$ cat src/rtl/core/hsr_pkg.sv
package hsr_pkg;

	// Replacement name limits.
	localparam int NAME_MAX   = 16;
	localparam int NAME_BYTES = 16;
	localparam int NAME_CAP   = (NAME_MAX < NAME_BYTES) ? NAME_MAX : NAME_BYTES;
	localparam int NAME_LEN_W = 5;

	// Configuration port geometry.
	localparam int CFG_DATA_W  = 64;
	localparam int CFG_INDEX_W = 2;

	// Default depth of the command queue between front and back.
	localparam int QUEUE_DEPTH_DEF = 4;

	// Register indexes of the configuration port.
	typedef enum logic [CFG_INDEX_W-1:0] {
		REG_NAME_LENGTH = 2'd0,
		REG_NAME_LOW    = 2'd1,
		REG_NAME_HIGH   = 2'd2
	} reg_index_t;

	// One beat of the response stream.
	typedef struct packed {
		logic [7:0] data_byte;
		logic       chunk_first;
		logic       in_header;
	} in_beat_t;

	// One beat of the rewritten stream.
	typedef struct packed {
		logic [7:0] out_byte;
		logic       run_last;
	} out_beat_t;

	// Work handed from the classifier to the emitter: the byte itself,
	// optionally preceded by the replacement name.
	typedef struct packed {
		logic [7:0] data_byte;
		logic       has_name;
	} cmd_t;

endpackage

$ cat src/rtl/core/hsr_queue.sv
module hsr_queue #(
	parameter int DEPTH = hsr_pkg::QUEUE_DEPTH_DEF
) (
	input  logic          clk,
	input  logic          arst_n,
	input  logic          push,
	input  hsr_pkg::cmd_t push_cmd,
	input  logic          pop,
	output hsr_pkg::cmd_t head,
	output logic          empty,
	output logic          full
);

	localparam int PTR_W = (DEPTH > 1) ? $clog2(DEPTH) : 1;
	localparam int CNT_W = $clog2(DEPTH + 1);
	localparam logic [PTR_W-1:0] LAST_PTR = PTR_W'(DEPTH - 1);

	hsr_pkg::cmd_t    mem_q [DEPTH];
	logic [PTR_W-1:0] wr_ptr_q;
	logic [PTR_W-1:0] rd_ptr_q;
	logic [CNT_W-1:0] count_q;

	assign empty = (count_q == '0);
	assign full  = (count_q == CNT_W'(DEPTH));
	assign head  = mem_q[rd_ptr_q];

	// Storage is written on push only.
	always_ff @(posedge clk) begin
		if (push) begin
			mem_q[wr_ptr_q] <= push_cmd;
		end
	end

	// Pointers and fill count.
	always_ff @(posedge clk or negedge arst_n) begin
		if (!arst_n) begin
			wr_ptr_q <= '0;
			rd_ptr_q <= '0;
			count_q  <= '0;
		end else begin
			if (push) begin
				wr_ptr_q <= (wr_ptr_q == LAST_PTR) ? '0 : wr_ptr_q + PTR_W'(1);
			end
			if (pop) begin
				rd_ptr_q <= (rd_ptr_q == LAST_PTR) ? '0 : rd_ptr_q + PTR_W'(1);
			end
			if (push && !pop) begin
				count_q <= count_q + CNT_W'(1);
			end else if (pop && !push) begin
				count_q <= count_q - CNT_W'(1);
			end
		end
	end

endmodule

$ cat config.mk
export PLATFORM = sky130hd
export DESIGN_NAME = hsr_queue
export DESIGN_NICKNAME = d
export VERILOG_FILES = /design/src/rtl/core/hsr_pkg.sv /design/src/rtl/core/hsr_queue.sv
export SDC_FILE = /design/constraint.sdc
export NUM_CORES = 1
export LEC_CHECK = 0
export BUFFER_PORTS_ARGS = -buffer_cell sky130_fd_sc_hd__clkbuf_2
export CAP_MARGIN = 0
export CORE_ASPECT_RATIO = 0.5
export CORE_MARGIN = 1
export CORE_UTILIZATION = 30
export CTS_CLUSTER_DIAMETER = 150
export DETAILED_ROUTE_END_ITERATION = 16
export GPL_TIMING_DRIVEN = 0
export PLACE_DENSITY_LB_ADDON = 0.2
export RECOVER_POWER = 25
export SLEW_MARGIN = 20
export SYNTH_ARGS = -nofsm -noshare
export SYNTH_HDL_FRONTEND = slang
export SYNTH_SLANG_ARGS = --single-unit
$ cat constraint.sdc
create_clock -name clk -period 1.7 [get_ports clk]
set_input_delay 0.17 -clock clk [delete_from_list [all_inputs] [get_ports clk]]
set_output_delay 0.17 -clock clk [all_outputs]
set_load 0.02 [all_outputs]
* Word level (Yosys, flattened, before mapping) *
Memory sizes are Yosys's and may differ from the RTL's.
Index checks and enable logic that the tools add are counted.

storage, ports and cells
  register bits = 7
  memory bits (writable) = 36
  input port bits = 13
  output and inout bits = 11
  word-level logic and storage cells = 23
  memories kept = 1

operators by class
  add/subtract/negate cells = 4
  eq/ne operators = 3
  muxes and demuxes = 6
  reductions and logical operators = 6

memory list
  memory  depth  bits a word  read ports  clocked after memory_dff  write ports  line             RTL
  mem_q   4      9            1           0                         1            hsr_queue.sv:18  hsr_pkg::cmd_t mem_q [DEPTH];

operator list
  cell                                                                 count
  3-bit two-way mux                                                    2
  2-bit by 1-bit adder with 2-bit output (second input constant)       2
  2-bit == test (second input constant)                                2
  2-bit two-way mux                                                    2
  3-bit by 1-bit adder with 3-bit output (second input constant)       1
  3-bit == test (second input constant)                                1
  3-bit logical NOT                                                    1
  3-bit by 1-bit subtractor with 3-bit output (second input constant)  1
  1-bit logical AND                                                    2
  1-bit logical NOT                                                    2
  1-bit two-way mux                                                    2
  2-bit nonzero test                                                   1

* Logic depth before layout (Yosys ltp) *
  word-level depth = 4
  depth in mapped cells = 7
  gate-level depth less buffers = 7

* Worst setup path before layout *
No wires, ideal clock.

  kind = register -> register
  start point = register count_q[0]
  end point = register count_q[2]
  library setup time = 0.079 ns
  data arrival time = 1.216 ns
  data required time = 1.621 ns
  slack = 0.405 ns
  cell stages (with the launch flop) = 5
  buffers on the path = 0
  clock period less this slack = 1.295 ns
  cell sequence = dfrtp_1 fa_1 xor2_1 nor2_1 xor2_1

between the ends
  longest elaborated chain between the ends = 3
  elaborated cells on any way between the ends = 4
  classes of those cells = add/sub: 2; mux: 2

RTL lines
  item                                         line             RTL
  start: declaration                           hsr_queue.sv:21  logic [CNT_W-1:0] count_q;
  start signal: assignment                     hsr_queue.sv:48  count_q <= count_q + CNT_W'(1);
  start signal: assignment                     hsr_queue.sv:50  count_q <= count_q - CNT_W'(1);
  3-bit by 1-bit subtractor with 3-bit output  hsr_queue.sv:50
  3-bit two-way mux                            hsr_queue.sv:49  end else if (pop && !push) begin
  3-bit two-way mux (*)                        hsr_queue.sv:47  if (push && !pop) begin

Every way passes the cells marked *; elsewhere a longest branch is shown, timed or not. The select of a mux whose other input is x is not followed.
A chain may end at the register's enable or synchronous reset.

==> flow_metrics.env <==
export IMPL_crit_end="head[3]"
export IMPL_synth_avg_cell_area_um2=20.4
export IMPL_power_density_mw_per_mm2=1720
export IMPL_yosysWarningCount=0
export IMPL_io_pin_count=24
export IMPL_finalMaxSlewViolations=0
export IMPL_r2r_end="mem_q[2][1]"
export IMPL_p_switching_mw=1.11
export IMPL_min_period_ns=1.66
export IMPL_critPathMaxFanout=4
export IMPL_die_h_um=55.5
export IMPL_syn_to_final_growth_pct=24.2
export IMPL_synth_cells=84
export IMPL_hold_viol_final=0
export IMPL_row_count=19
export IMPL_synth_nets=104
export IMPL_combPwrFrac_pct=34.5
export IMPL_drcViolationCount=0
export IMPL_port_buffers=23
export IMPL_synth_area_leaders="edfxtp_1 63%, mux4_2 10%, dfrtp_1 10%"
export IMPL_vias=820
export IMPL_seq_area_frac_synth_pct=73.2
export IMPL_rr_worst_depth=3
export IMPL_r2r_start="wr_ptr_q[0]"
export IMPL_n_antenna_cell=0
export IMPL_critPathRequiredTime_ns=1.53
export IMPL_status="complete, no violations"
export IMPL_cts_tree="yes"
export IMPL_synth_top_area_cell="edfxtp_1"
export IMPL_slew_headroom_pct=66.9
export IMPL_crit_cells=3
export IMPL_grt_overflow_total=0
export IMPL_clock_latency_ns=0.28
export IMPL_drt_total_wl_mm=2.69
export IMPL_p_seq_share_pct=41.0
export IMPL_finish_net_count=138
export IMPL_maxCapViolations=0
export IMPL_cp_end_kind="output pin"
export IMPL_fmaxAchievable_mhz=601
export IMPL_clk_path_buf_depth=2
export IMPL_slowest_delay_ns=0.47
export IMPL_critPathLaunch="rd_ptr_q[0]"
export IMPL_r2r_slack_ns=0.23
export IMPL_crit_chain="clkbuf_16 -> mux4_2 -> buf_2"
export IMPL_first_iter_violations=18
export IMPL_grt_pass1_wl_mm=4.22
export IMPL_timing_hold_ws_ns=0.126
export IMPL_cts_buffers=5
export IMPL_p_sw_share_pct=30.1
export IMPL_period_share_pct=97.8
export IMPL_avgViaCountPerCell=4.27
export IMPL_dieArea_mm2=0.00605
export IMPL_antenna_found_initial=0
export IMPL_first_pass_iters=4
export IMPL_dp_slack_ns=0.190
export IMPL_critPathKind="reg2out"
export IMPL_rsz0062_at_grt="yes"
export IMPL_holdCritPathClass="in2reg"
export IMPL_crit_family="multiplexers"
export IMPL_drive_gt1_share_pct=35.3
export IMPL_cts_sinks=43
export IMPL_final_cell_area_mm2=0.00213
export IMPL_worst_pin_slew_ns=0.497
export IMPL_setup_ws_ns=0.0373
export IMPL_synthDistinctLibCells=19
export IMPL_syn_area_mm2=0.00172
export IMPL_detail_route_antenna_nets=0
export IMPL_vdd_drop_max_uv=762
export IMPL_crit_path_start_kind="flip-flop"
export IMPL_initial_utilization_pct=31.3
export IMPL_cpMaxStageDelayCell="mux4_2"
export IMPL_setup_tns_ns=0
export IMPL_h_tree_depth=2
export IMPL_grt_usage_pct=9.96
export IMPL_critical_path_buf_inv_count=2
export IMPL_p_leak_nw=0.780
export IMPL_setup_violations=0
export IMPL_place_congestion=0.653
export IMPL_yosysTopAreaCellShare_pct=63.0
export IMPL_placed_cell_area_mm2=0.00192
export IMPL_clkTransAtPathRegs_ns=0.06
export IMPL_internal_power_mw=2.57
export IMPL_grt_pass1_vias=817
export IMPL_core_area_mm2=0.00549
export IMPL_finalClockSkew_ns=0.00453
export IMPL_ys_ff_latch=43
export IMPL_clock_power_share_pct=24.6
export IMPL_grt_max_degree=14
export IMPL_cts_root_buf="clkbuf_16"
export IMPL_dp_hpwl_mm=1.75
export IMPL_die_x_um=109
export IMPL_arrival_ns=1.49
export IMPL_wire_per_inst_um=14.0
[cell usage after synthesis]
master,count
buf_6,1
nor3b_1,1
dfrtp_1,7
mux4_2,8
buf_2,1
nor3_1,1
nor2_1,2
and2_1,4
mux4_1,1
o21ai_0,2
mux2_2,3
ha_1,6
inv_1,5
nand3_1,1
nand2_1,1
xnor2_1,1
fa_1,1
xor2_1,2
edfxtp_1,36
[routing by layer]
layer | vias to the layer above | track usage (%) | share of wire (%)
met1 | 409 | 13.2 | 50
met4 | 0 | 3.47 | 0.93
met3 | 4 | 3.78 | 4.1
li1 | 393 | - | -
met5 | - | 0 | 0
met2 | 14 | 15.0 | 45
[cell type report]
cell class                      count  area [um2]
Clock buffer                        6         129
Multi-Input combinational cell     34         422
Tap cell                           73        91.3
Inverter                            5        18.8
Timing Repair Buffer               27         176
Clock inverter                      2        12.5
Sequential cell                    43        1260
Buffer                              2        25.0
Fill cell                         515        3360
[power groups by stage]
stage / Clock [mW] / Sequential (mW) / Combinational [mW]
6_report: 0.904 / 1.51 / 1.27
5_1_grt: 0.963 / 1.53 / 1.39
4_1_cts: 0.921 / 1.49 / 1.15
3_5_place_dp: 0 / 1.52 / 1.12
3_3_place_gp: 0 / 1.51 / 1.11
2_1_floorplan: 0 / 1.49 / 0.820
[registers in the layout (all words and copies together) (netlist names)]
name	count
wr_ptr_q	2
count_q	3
mem_q	36
rd_ptr_q	2
[how the worst min path moves through the flow]
stage / start / end / slack [ns] / depth (start not counted)
after CTS: push_cmd[0] / mem_q[1][0] / 0.11 / 1
after floorplan: arst_n / count_q[0] / -0.13 / 0
after global placement: arst_n / count_q[2] / 0.02 / 1
after global routing: push_cmd[2] / mem_q[2][2] / 0.13 / 1
final: push_cmd[7] / mem_q[2][7] / 0.13 / 1
after detailed placement: arst_n / count_q[2] / 0.02 / 1
[metrics by stage]
| step | total power, mW | utilization [%] | std cells |
|---|---|---|---|
| finish | 3.68 | 38.8 | 192 |
| global route | 3.88 | 38.8 | 192 |
| CTS | 3.57 | 38.0 | 190 |
| detailed placement | 2.64 | 35.0 | 180 |
| global placement | 2.62 | 35.0 | 180 |
| floorplan | 2.31 | - | 84 |
[worst reg2reg max path, cell delays in order, from the launching register on]
cell and delay (ns):
dfrtp_1 0.40, inv_1 0.13, ha_1 0.15, and2_1 0.43
[what timing repair did]
item                                    in CTS  in global routing
hold endpoints to repair                     7                  0
setup buffers                                1                  1
endpoints found under the setup margin       8                  9
gates cloned                                 0                  1
hold buffers                                 1                  0
gates resized for setup                      1                 13
[cell usage in the layout, fill, tap and decap left out, types with 3 or more instances in the layout]
cell       count
and2_1         4
buf_6          3
clkbuf_1       7
clkbuf_16      6
clkbuf_2      13
dfrtp_1        6
edfxtp_1      36
ha_1           6
inv_1          5
mux2_2         3
mux4_2         9
[cell families after synthesis]
group	Yosys count	synth area share, %
buf+inv	7	2.04
xor+xnor	3	1.53
fa+ha+maj	7	5.54
flops	43	73.2
compound gates	2	0.583
simple gates	10	3.13
mux	12	14.0
Note: power is estimated with default switching activity, not from simulation.
