==> src/rtl/core/hsr_pkg.sv <==
package hsr_pkg;

	// Replacement name limits.
	localparam int NAME_MAX   = 16;
	localparam int NAME_BYTES = 16;
	localparam int NAME_CAP   = (NAME_MAX < NAME_BYTES) ? NAME_MAX : NAME_BYTES;
	localparam int NAME_LEN_W = 5;

	// Configuration port geometry.
	localparam int CFG_DATA_W  = 64;
	localparam int CFG_INDEX_W = 2;

	// Default depth of the command queue between front and back.
	localparam int QUEUE_DEPTH_DEF = 4;

	// Register indexes of the configuration port.
	typedef enum logic [CFG_INDEX_W-1:0] {
		REG_NAME_LENGTH = 2'd0,
		REG_NAME_LOW    = 2'd1,
		REG_NAME_HIGH   = 2'd2
	} reg_index_t;

	// One beat of the response stream.
	typedef struct packed {
		logic [7:0] data_byte;
		logic       chunk_first;
		logic       in_header;
	} in_beat_t;

	// One beat of the rewritten stream.
	typedef struct packed {
		logic [7:0] out_byte;
		logic       run_last;
	} out_beat_t;

	// Work handed from the classifier to the emitter: the byte itself,
	// optionally preceded by the replacement name.
	typedef struct packed {
		logic [7:0] data_byte;
		logic       has_name;
	} cmd_t;

endpackage

==> src/rtl/core/hsr_stream_if.sv <==
interface hsr_stream_if #(
	parameter type payload_t = logic
) ();

	logic     valid;
	logic     ready;
	payload_t payload;

	modport source (output valid, output payload, input ready);
	modport sink (input valid, input payload, output ready);

endinterface

==> src/rtl/core/hsr_back.sv <==
module hsr_back (
	input  logic                                clk,
	input  logic                                arst_n,
	input  hsr_pkg::cmd_t                       head,
	input  logic                                empty,
	output logic                                pop,
	input  logic [hsr_pkg::NAME_LEN_W-1:0]      name_len,
	input  logic [8*hsr_pkg::NAME_BYTES-1:0]    name_bytes,
	hsr_stream_if.source                        rewritten
);

	logic                           out_valid_q;
	hsr_pkg::out_beat_t             out_beat_q;
	logic [hsr_pkg::NAME_LEN_W-1:0] idx_q;
	logic                           advance;
	logic                           name_pending;
	logic [7:0]                     name_byte;

	assign rewritten.valid   = out_valid_q;
	assign rewritten.payload = out_beat_q;

	// The output register takes a new beat when it is empty or being drained.
	assign advance      = !out_valid_q || rewritten.ready;
	assign name_pending = head.has_name && (idx_q < name_len);
	assign name_byte    = name_bytes[idx_q[3:0]*8 +: 8];
	assign pop          = advance && !empty && !name_pending;

	// Output beat payload.
	always_ff @(posedge clk) begin
		if (advance && !empty) begin
			if (name_pending) begin
				out_beat_q.out_byte <= name_byte;
				out_beat_q.run_last <= 1'b0;
			end else begin
				out_beat_q.out_byte <= head.data_byte;
				out_beat_q.run_last <= 1'b1;
			end
		end
	end

	// Output valid and name byte counter.
	always_ff @(posedge clk or negedge arst_n) begin
		if (!arst_n) begin
			out_valid_q <= 1'b0;
			idx_q       <= '0;
		end else if (advance) begin
			out_valid_q <= !empty;
			if (!empty) begin
				if (name_pending) begin
					idx_q <= idx_q + hsr_pkg::NAME_LEN_W'(1);
				end else begin
					idx_q <= '0;
				end
			end
		end
	end

endmodule
==> src/flat_wrapper.sv <==
// flat-port wrapper written by rule: the top's interface ports become plain ports
module hsr_back_flat 
  (clk, arst_n, head, empty, pop, name_len, name_bytes, rewritten_valid, rewritten_payload, rewritten_ready);
  hsr_stream_if rewritten_i ();
  input  logic clk;
  input  logic arst_n;
  input  hsr_pkg::cmd_t head;
  input  logic empty;
  output logic pop;
  input  logic [hsr_pkg::NAME_LEN_W-1:0] name_len;
  input  logic [8*hsr_pkg::NAME_BYTES-1:0] name_bytes;
  output wire logic [$bits(rewritten_i.valid)-1:0] rewritten_valid;
  output wire logic [$bits(rewritten_i.payload)-1:0] rewritten_payload;
  input wire logic [$bits(rewritten_i.ready)-1:0] rewritten_ready;
  assign rewritten_valid = rewritten_i.valid;
  assign rewritten_payload = rewritten_i.payload;
  assign rewritten_i.ready = rewritten_ready;
  hsr_back u_core (.clk(clk), .arst_n(arst_n), .head(head), .empty(empty), .pop(pop), .name_len(name_len), .name_bytes(name_bytes), .rewritten(rewritten_i));
endmodule
==> config.mk <==
export PLATFORM = sky130hd
export DESIGN_NAME = hsr_back_flat
export DESIGN_NICKNAME = d
export VERILOG_FILES = /design/src/rtl/core/hsr_pkg.sv /design/src/rtl/core/hsr_stream_if.sv /design/src/rtl/core/hsr_back.sv /design/src/flat_wrapper.sv
export SDC_FILE = /design/constraint.sdc
export NUM_CORES = 1
export LEC_CHECK = 0
export ABC_AREA = 1
export ABC_CLOCK_PERIOD_IN_PS = 2100
export BUFFER_PORTS_ARGS = -buffer_cell sky130_fd_sc_hd__buf_2
export CELL_PAD_IN_SITES_DETAIL_PLACEMENT = 1
export CELL_PAD_IN_SITES_GLOBAL_PLACEMENT = 2
export CORE_MARGIN = 5
export CORE_UTILIZATION = 10
export CTS_CLUSTER_DIAMETER = 150
export DETAILED_ROUTE_END_ITERATION = 10
export PLACE_DENSITY = 0.95
export SETUP_SLACK_MARGIN = 0.05
export SYNTH_ARGS = -nofsm -noshare
export SYNTH_HDL_FRONTEND = slang
export SYNTH_SLANG_ARGS = --single-unit
==> constraint.sdc <==
create_clock -name clk -period 2.1 [get_ports clk]
set_input_delay 0.105 -clock clk [delete_from_list [all_inputs] [get_ports clk]]
set_output_delay 0.105 -clock clk [all_outputs]
set_load 0.05 [all_outputs]
* Yosys cells after proc, flatten, opt, wreduce, memory -nomap -nowiden
Cells that the tools add are included.
** Storage, ports and cells
- Bits in registers :: 7
- Bits of input ports :: 146
- Output and inout port bits :: 3
- Logic and storage cells :: 16
** Cells by class
- $add $sub $neg :: 1
- Magnitude comparators :: 1
- Mux-type cells :: 2
- Bitwise logic cells :: 1
- Reduce and logical (&&, ||, !) cells :: 8
** Operator list (count)
- 5-bit by 1-bit adder with 5-bit output, second input constant :: 1
- 5-bit less-than comparator :: 1
- 5-bit 2-to-1 mux :: 1
- 1-bit logical AND :: 3
- 1-bit logical NOT :: 3
- 2-bit AND reduction :: 1
- 1-bit logical OR :: 1
- 1-bit 2-to-1 mux :: 1
- 1-bit NOT :: 1

* Logic depth before layout (Yosys ltp)
- Word-level depth :: 4
- Depth in mapped cells :: 9

* Worst setup path after synthesis
No wires, ideal clock.
- Kind :: reg2reg
- From :: register u_core.idx_q[4] (netlist name)
- To :: register u_core.idx_q[2] (netlist name)
- Setup time :: 146 ps
- Arrival time :: 1489 ps
- Required time :: 1954 ps
- Slack :: 464 ps
- Stages on the path, launching flop included :: 9
- Buffers on the path :: 0
- Cells stage by stage :: dfrtp_1 ha_1 nand2_1 inv_1 nand2_1 nor2_2 nor2_2 nor2_2 nor2_1
** Between the ends
- Word-level cells in the longest chain between the ends :: 3
** Ends and longest elaborated chain
- from (decl) :: line hsr_back.sv:14 : logic [hsr_pkg::NAME_LEN_W-1:0] idx_q;
- from (signal assigned) :: line hsr_back.sv:50 : idx_q <= idx_q + hsr_pkg::NAME_LEN_W'(1);
- 5-bit less-than comparator :: line hsr_back.sv:24 : assign name_pending = head.has_name && (idx_q < name_len);
- 1-bit logical AND :: line hsr_back.sv:24
- 5-bit 2-to-1 mux :: line hsr_back.sv:49 : if (name_pending) begin
Every way passes these cells.
A chain may end at the register's enable or synchronous reset.

* Worst setup path in the final report
- From :: register u_core.idx_q[4] (netlist name)
- To :: output pop
** Between the ends
- Word-level cells in the longest chain between the ends :: 4
** Ends and longest elaborated chain
- 5-bit less-than comparator :: line hsr_back.sv:24
- 1-bit logical AND :: line hsr_back.sv:24
- 1-bit logical NOT :: line hsr_back.sv:26 : assign pop = advance && !empty && !name_pending;
- 1-bit logical AND :: line hsr_back.sv:26
- to (decl) :: line flat_wrapper.sv:9 : output logic pop;
Every way passes these cells.

==> metrics.md <==
| Metric | Value |
|---|---|
| Nets | about 240 |
| Worst-path cell with the longest stage delay | dfrtp_1 |
| DR vias/cell | slightly below 3 |
| Clock latency on the worst-skew pair | roughly 0.23 ns |
| GP Congestion | between 0.7 and 0.8 |
| TritonCTS clock tree | built |
| CP startpoint | u_core.idx_q[4] |
| Maximum vdd drop | around 0.4 mV |
| # resized after CTS | 0 |
| Slew HR | 0.831 |
| Ant. Diodes | 0 |
| Period utilization | 0.869 |
| Most used cell, CP | nor2_2 |
| Final non-filler cell area | 697 sq um |
| RR Endpoint | u_core.rewritten.payload |
| Class of the worst hold path | input port to flop |
| DRT iter0 DRCs | 9 |
| Crit path to | pop |
| # IOs | 149 |
| Die height | 80.6 um |
| Avg Inst Size Synth | 7.11 sq um |
| Crit. End Element | primary output |
| Crit path buffers/inverters | 2 |
| DRC Markers | 0 |
| GRT overflow | 0 |
| Cts hold-fix bufs | 1 |
| Clk buf depth | 2 |
| Placed Cells incl. Taps | 149 |
| Worst R2R Path Depth | 7 |
| R2R Path Start | u_core.idx_q[2] |
| Max cap viols | 0 |
| Critical Path RT | roughly 2 ns |
| Port bufs | 12 |
| Vias in the first global route | 466 |
| Chip width | between 80 and 90 um |
| Hold Path Origin | empty |
| DRT Pass-1 Iters | 4 |
| Drt wl/cell | around 8.2 um |
| Gr usage total | 0.0421 |
| Row Count | 25 |
| Final hold vios | 0 |
| Clk slew on worst S/H paths | ~0.04 ns |
| CTS buffer count | 3 |
| Global-route wire length before repair | 2100 um |
| Largest net degree at the start of global routing | 7 |
| Post-route ant nets | 0 |
| Final WS setup | roughly 0.27 ns |
| DRT Wirelength | roughly 1300 um |
| Htree depth | 1 |
| Yosys warns | 0 |
| Yosys cell types | 13 |
| Worst path max stage delay | 0.40 ns |
| Setup Viol. Count Final | 0 |
| Syn Inst Count | 70 |
| Starting density of the core | 0.104 |
| Min Tclk post-route | 1.83 ns |
| Final Max Tran Viols | 0 |
| Fin Setup TNS | 0 ns |
| Worst path top cell family by delay | simple AND/OR/NAND/NOR gates |
| CP Depth | 8 |
| Critical path, cell by cell | ha_1 > nand2_1 > inv_1 > nand2_1 > nor2_2 > nor2_2 > nor2_2 > buf_2 |
| Worst Path Max Fanout | 4 |
| Root Driver | clkbuf_8 |
| Pwr dens | 672 nW/um^2 |
| Skew final | 0.00527 ns |
| Startpoint types | flop |
| Fmax | 548 MHz |
| Final Non-Filler Cells | 154 |
| Place WS | 0.482 ns |
| Area Overhead vs Synth | 39.9% |
| RSZ-0062 raised after global routing | false |
| Antenna violations before repair | 0 |
| Die ar. | 6490 sq um |
| Seq/Total Area, Yosys | 0.362 |
| Number of post-CTS setup repair buffers | 0 |
| Leak | between 0.3 and 0.4 nW |
| Setup slack, reg-to-reg | around 0.63 ns |
| Syn Nets | 221 |
| CP arrival | 1.72 ns |
| Core area | between 4000 and 5000 sq um |
| Least-Margin Pin Slew | roughly 0.25 ns |
| DP Wirelength | 1070 um |
| Worst setup path class | flop to primary output |
| Yosys reg bits | 7 |
| Ratio of cells with drive above 1 in the final layout | 0.241 |
| Cell Area, Placed | 642 sq um |
| Post-Route Utilization | 0.146 |
| Final hold slack | 0.106 ns |
| Outcome | completed |
| Final Total Pwr | 0.469 mW |
| DR vias | around 460 |
| CTS sink count | 7 |
| Netlist Area Pre-Place | roughly 500 sq um |
[metal layers]
metal / part of all wire / vias up / global-route usage / routed length [um]
met3: 0.045 / 2 / 0.00561 / 57
li1: - / 244 / - / -
met4: 0.017 / 0 / 0.0253 / 22
met5: 0 / - / 0 / 0
met2: 0.37 / 13 / 0.0588 / 465
met1: 0.57 / 200 / 0.0602 / 713
[worst min-delay path by stage]
stage / end / slack, ns / cells after the start
finish: u_core.rewritten.valid / 0.11 / 2
global route: u_core.rewritten.valid / 0.12 / 2
CTS: u_core.rewritten.valid / 0.10 / 2
detailed placement: u_core.idx_q[2] / -0.06 / 1
global placement: u_core.idx_q[2] / -0.06 / 1
floorplan: u_core.idx_q[0] / -0.19 / 0
[cells in the final DEF, fill, tap and decap left out, types with 2 or more instances in the layout]
cell type  count
nand2_1       23
nand4_1        2
nor2_2         3
nand3_1        2
clkbuf_8       3
nor2_1         7
dfrtp_1        6
buf_2         12
inv_1         16
ha_1           5
nand2_2        2
[synth_stat cells, drive strengths merged]
master / number / area share
ha: 5 / 0.13
edfxtp: 1 / 0.060
nand2: 25 / 0.20
dfrtp: 6 / 0.30
o21ai: 1 / 0.010
nand4: 2 / 0.025
nand3: 2 / 0.020
inv: 16 / 0.12
o21bai: 1 / 0.015
a21oi: 1 / 0.033
nor2: 10 / 0.090
[logic make-up after synthesis]
| family | Yosys count | synth area share |
|---|---|---|
| flops | 7 | 0.362 |
| buf+inv | 16 | 0.121 |
| fa+ha+maj | 5 | 0.126 |
| compound gates | 3 | 0.0578 |
| simple gates | 39 | 0.334 |
[power breakdown]
part	leakage (nW)	internal [mW]	switching [mW]
Clock	0.0228	0.131	0.0582
Sequential	0.0880	0.154	0.0179
Combinational	0.258	0.0386	0.0683
[layout make-up]
class	instances	area [sq um]
fillers	580	4090
multi-input cells	47	258
flip-flops and latches	7	180
well taps	67	83.8
repair buffers	13	70.1
inverters	16	60.1
clock buffers	4	45.0
[sequential cells by signal, indices dropped and copies added (netlist names)]
| signal | flops |
|---|---|
| u_core.rewritten.valid | 1 |
| u_core.rewritten.payload | 1 |
| u_core.idx_q | 5 |
Power figures use the tool's default switching activity.
